## src/design/fifo_replaced_key_handle_cache_top_defines.svh

```systemverilog
// assertion macros for the key/handle cache
`ifndef FIFO_REPLACED_KEY_HANDLE_CACHE_TOP_DEFINES_SVH
`define FIFO_REPLACED_KEY_HANDLE_CACHE_TOP_DEFINES_SVH

// same-cycle implication, checked out of reset
`define FKHC_ASSERT_NOW(lbl, ante, cons, msg) \
  lbl: assert property (@(posedge clk) disable iff (rst) (ante) |-> (cons)) else $error(msg);

// next-cycle implication, checked out of reset
`define FKHC_ASSERT_NEXT(lbl, ante, cons, msg) \
  lbl: assert property (@(posedge clk) disable iff (rst) (ante) |=> (cons)) else $error(msg);

`endif

```

## src/design/fkhc_pkg.sv

```systemverilog
// package: types and constants of the key/handle cache
`timescale 1ns / 1ps
package fkhc_pkg;

  localparam int ENTRIES     = 256;
  localparam int IDX_W       = $clog2(ENTRIES);
  localparam int CNT_W       = $clog2(ENTRIES + 1);
  localparam int QUEUE_DEPTH = 2;
  localparam int QPTR_W      = $clog2(QUEUE_DEPTH);
  localparam int QCNT_W      = $clog2(QUEUE_DEPTH + 1);

  localparam logic [31:0] MISS_VALUE = 32'hDEADBEEF;

  localparam logic ACT_LOOKUP = 1'b0;
  localparam logic ACT_INSERT = 1'b1;

  typedef struct packed {
    logic        action;
    logic [31:0] key;
    logic [31:0] handle;
  } req_t;

  typedef struct packed {
    logic        hit;
    logic [31:0] found_handle;
    logic        evicted_valid;
    logic [31:0] evicted_handle;
  } res_t;

  typedef struct packed {
    logic valid;
    req_t req;
  } q_head_t;

  typedef enum logic [1:0] {
    ST_IDLE,
    ST_SCAN,
    ST_INS_RD,
    ST_INS_WR
  } state_t;

endpackage

```

## src/design/fkhc_front.sv

```systemverilog
// front end: accepts requests into a short queue
`timescale 1ns / 1ps
module fkhc_front
  import fkhc_pkg::*;
(
  input  logic    clk,
  input  logic    rst,
  input  logic    start,
  input  req_t    request,
  output logic    busy,
  output q_head_t head,
  input  logic    pop
);

  req_t              slots [QUEUE_DEPTH];
  logic [QPTR_W-1:0] wr_ptr;
  logic [QPTR_W-1:0] rd_ptr;
  logic [QCNT_W-1:0] count;
  logic              push;
  logic              take;

  assign busy = (count == QCNT_W'(QUEUE_DEPTH));
  assign push = start && !busy;
  assign take = pop && (count != '0);

  assign head.valid = (count != '0);
  assign head.req   = slots[rd_ptr];

  always_ff @(posedge clk) begin
    if (push) begin
      slots[wr_ptr] <= request;
    end
  end

  always_ff @(posedge clk) begin
    if (rst) begin
      wr_ptr <= '0;
      rd_ptr <= '0;
      count  <= '0;
    end else begin
      if (push) begin
        wr_ptr <= (wr_ptr == QPTR_W'(QUEUE_DEPTH - 1)) ? '0 : wr_ptr + 1'b1;
      end
      if (take) begin
        rd_ptr <= (rd_ptr == QPTR_W'(QUEUE_DEPTH - 1)) ? '0 : rd_ptr + 1'b1;
      end
      if (push && !take) begin
        count <= count + 1'b1;
      end else if (take && !push) begin
        count <= count - 1'b1;
      end
    end
  end

endmodule

```

## config.mk

```make
export PLATFORM = sky130hd
export DESIGN_NAME = fkhc_front
export DESIGN_NICKNAME = d
export VERILOG_FILES = /design/src/design/fifo_replaced_key_handle_cache_top_defines.svh /design/src/design/fkhc_pkg.sv /design/src/design/fkhc_front.sv
export SDC_FILE = /design/constraint.sdc
export NUM_CORES = 1
export LEC_CHECK = 0
export BUFFER_PORTS_ARGS = -buffer_cell sky130_fd_sc_hd__buf_2
export CORE_MARGIN = 4
export CORE_UTILIZATION = 45
export DETAILED_ROUTE_END_ITERATION = 12
export GPL_TIMING_DRIVEN = 0
export PLACE_DENSITY = 0.74
export SLEW_MARGIN = 20
export SYNTH_ARGS = -nofsm -noshare
export SYNTH_HDL_FRONTEND = slang
export SYNTH_SLANG_ARGS = --single-unit
export TNS_END_PERCENT = 10
```

## constraint.sdc

```tcl
create_clock -name clk -period 4.3 [get_ports clk]
set_input_delay 1.29 -clock clk [delete_from_list [all_inputs] [get_ports clk]]
set_output_delay 1.29 -clock clk [all_outputs]
set_load 0.03 [all_outputs]
```

==> results.json <==
{
  "final_nets": 453,
  "clockBufferDepth": 2,
  "synthToLayoutAreaGrowth_pct": 29.0,
  "num_vias": 2564,
  "yosysUniqueCellTypes": 15,
  "post_cts_buffers": 0,
  "grt.total_usage_pct": 14.6,
  "finalSetupViolCount": 0,
  "fillCellCount": 810,
  "htreeDepth": 4,
  "hold_buffers": 0,
  "drive_gt1_share_pct": 60.8,
  "ir_drop_uv": 422,
  "yosysSeqAreaShare_pct": 81.7,
  "cp_max_fo": 10,
  "syn_inst": 227,
  "gp_congestion": 0.723,
  "clock_sinks": 135,
  "cap_viol_max_count": 0,
  "synth_area_per_cell_um2": 21.6,
  "synth_warnings": 0,
  "finClkSkew_ps": 4.96,
  "status": "finished, final reports clean",
  "maxSlewHeadroom_pct": 65.1,
  "grt_pass1_vias": 2765,
  "insertion_delay_ps": 500,
  "async_flop_share_pct": 0,
  "grt_start_max_net_pins": 46,
  "numCtsBuffers": 17,
  "synthTopCellsByCount": "edfxtp_1, mux2_2, buf_4, dfxtp_1, nor2_1",
  "yosys_register_bits": 135,
  "cp_data_arrival_time_ps": 1890,
  "dieWidth_um": 112,
  "end_kind": "output pin",
  "critPathKind": "flop to output pin",
  "synth_top_flop_cell": "edfxtp_1",
  "leakagePower_nw": 2.40,
  "final_antenna_net_count": 0,
  "die-area_mm2": 0.0126,
  "min_period_ps": 3180,
  "core_mm2": 0.0105,
  "yosysTopAreaCellShare_pct": 79.6,
  "rows": 37,
  "yosysTopAreaCell": "edfxtp_1",
  "antenna_found_initial": 0,
  "drt_iter0_drc": 110,
  "startpoint_type": "flop",
  "wl_per_cell_um": 16.6,
  "cts_tree": "done",
  "timing.fmax_mhz": 315,
  "hold_ws_ps": 502,
  "die_h_um": 112,
  "diodes": 0,
  "finalSetupTns_ps": 0,
  "vias_per_cell": 4.83,
  "slew_violations": 0,
  "drt_pass1_iterations": 4,
  "port_buffers": 135,
  "drc": 0,
  "overflow": 0,
  "hold_path.class": "flop to flop",
  "synthMostInstantiatedCell": "edfxtp_1",
  "initial_core_util_pct": 46.9,
  "synth_edf_count": 130,
  "final-hold-violation-count": 0,
  "root_buffer": "clkbuf_8",
  "worst_slew_pin_slew_ps": 523,
  "required_ps": 3010,
  "grt_pass1_wl_mm": 14.0,
  "synth_area_leaders": "edfxtp_1, mux2_2, dfxtp_1, buf_4, xor2_1",
  "grt_setup_unrepaired": "false",
  "hpwl_mm": 5.98,
  "boundaryPins": 136,
  "cts_resized": 0,
  "fin_crit_sh_pct": 73.9,
  "power.density_mw_per_mm2": 662,
  "wl_mm": 8.81,
  "syn-cell-area_mm2": 0.00490,
  "syn_nets": 297,
  "path_clk_slew_ps": 60
}
per-stage QoR:
step | utilization [%] | power (mW) | instances | worst slack [ps] | instance area [µm²]
floorplan | - | 2.62 | 227 | 861 | 4900
global placement | 55.0 | 2.95 | 498 | -77.6 | 5750
detailed placement | 55.5 | 2.98 | 500 | 1540 | 5800
CTS | 60.5 | 4.25 | 531 | 1040 | 6330
global route | 60.5 | 4.39 | 531 | 1000 | 6330
finish | 60.5 | 4.19 | 531 | 1120 | 6330
final cells by class:
| cell class | instances | area, µm² | area share, % |
|---|---|---|---|
| plain buffers | 7 | 47.5 | 0.752 |
| clock buffers | 17 | 414 | 6.55 |
| multi-input cells | 83 | 847 | 13.4 |
| inverters | 2 | 10.0 | 0.158 |
| repair buffers | 137 | 723 | 11.4 |
| flip-flops and latches | 135 | 4000 | 63.3 |
| well taps | 136 | 170 | 2.69 |
| clock inverters | 14 | 110 | 1.74 |
path summary, 6_finish.rpt:
check | depth (start not counted) | slack, ps | start | end
max | 4 | 1120 | flop | head[36]
min | 2 | 500 | wr_ptr | wr_ptr
max reg2reg | 4 | 2510 | count[1] | slots[0][10]
min reg2reg | 2 | 500 | wr_ptr | wr_ptr
placed cells by master (no fill, tap or decap):
| master | Yosys | layout |
|---|---|---|
| inv_6 | 0 | 2 |
| nor2b_2 | 1 | 1 |
| o21ai_0 | 3 | 3 |
| edfxtp_1 | 130 | 130 |
| mux2_2 | 65 | 65 |
| nor2_1 | 4 | 4 |
| inv_4 | 0 | 1 |
| and2_4 | 0 | 1 |
| buf_12 | 0 | 1 |
| a21oi_1 | 2 | 2 |
| buf_2 | 2 | 137 |
| inv_1 | 2 | 1 |
| clkinvlp_4 | 0 | 2 |
| ha_1 | 1 | 1 |
| dfxtp_1 | 5 | 5 |
| xor2_1 | 3 | 3 |
| bufinv_16 | 0 | 1 |
| buf_4 | 5 | 5 |
| or2_2 | 1 | 1 |
| clkinv_4 | 0 | 2 |
| clkinv_2 | 0 | 3 |
| buf_16 | 0 | 1 |
| or3_1 | 2 | 2 |
| clkinv_1 | 0 | 4 |
| clkbuf_16 | 0 | 16 |
| clkbuf_8 | 0 | 1 |
registers in the layout (all words and copies together) (netlist names), named ones only:
signal,count
rd_ptr,1
slots,130
count,2
wr_ptr,1
worst max-delay path: stages, from the launching register on:
cell and delay, ps:
dfxtp_1 310, buf_2 280, buf_4 260, mux2_2 350
buf_2 180
power breakdown:
part	switching [mW]	internal (mW)	leakage [nW]
registers	0.0441	1.65	1.26
clock network	0.505	0.755	0.254
logic	0.795	0.439	0.889
logic make-up (layout without fill, tap and decap cells):
logic type                 after synthesis  in the layout  share of synthesized area [%]
DFF                                    135            135                           81.7
muxes                                   65             65                           14.9
and+or+nand+nor                          9              9                          0.995
buffers and inverters                    9            177                           1.12
AOI/OAI and AO/OA                        5              5                          0.510
xor gates and xnor gates                 3              3                          0.536
adders and majority gates                1              1                          0.255
routing by layer:
| metal | track usage, % | up-vias | wire (µm) |
|---|---|---|---|
| met4 | 6.01 | 0 | 127 |
| li1 | - | 1206 | - |
| met3 | 4.69 | 13 | 602 |
| met1 | 17.7 | 1245 | 3640 |
| met2 | 24.4 | 100 | 4440 |
| met5 | 0 | - | 0 |
Note: power is estimated with default switching activity, not from simulation.
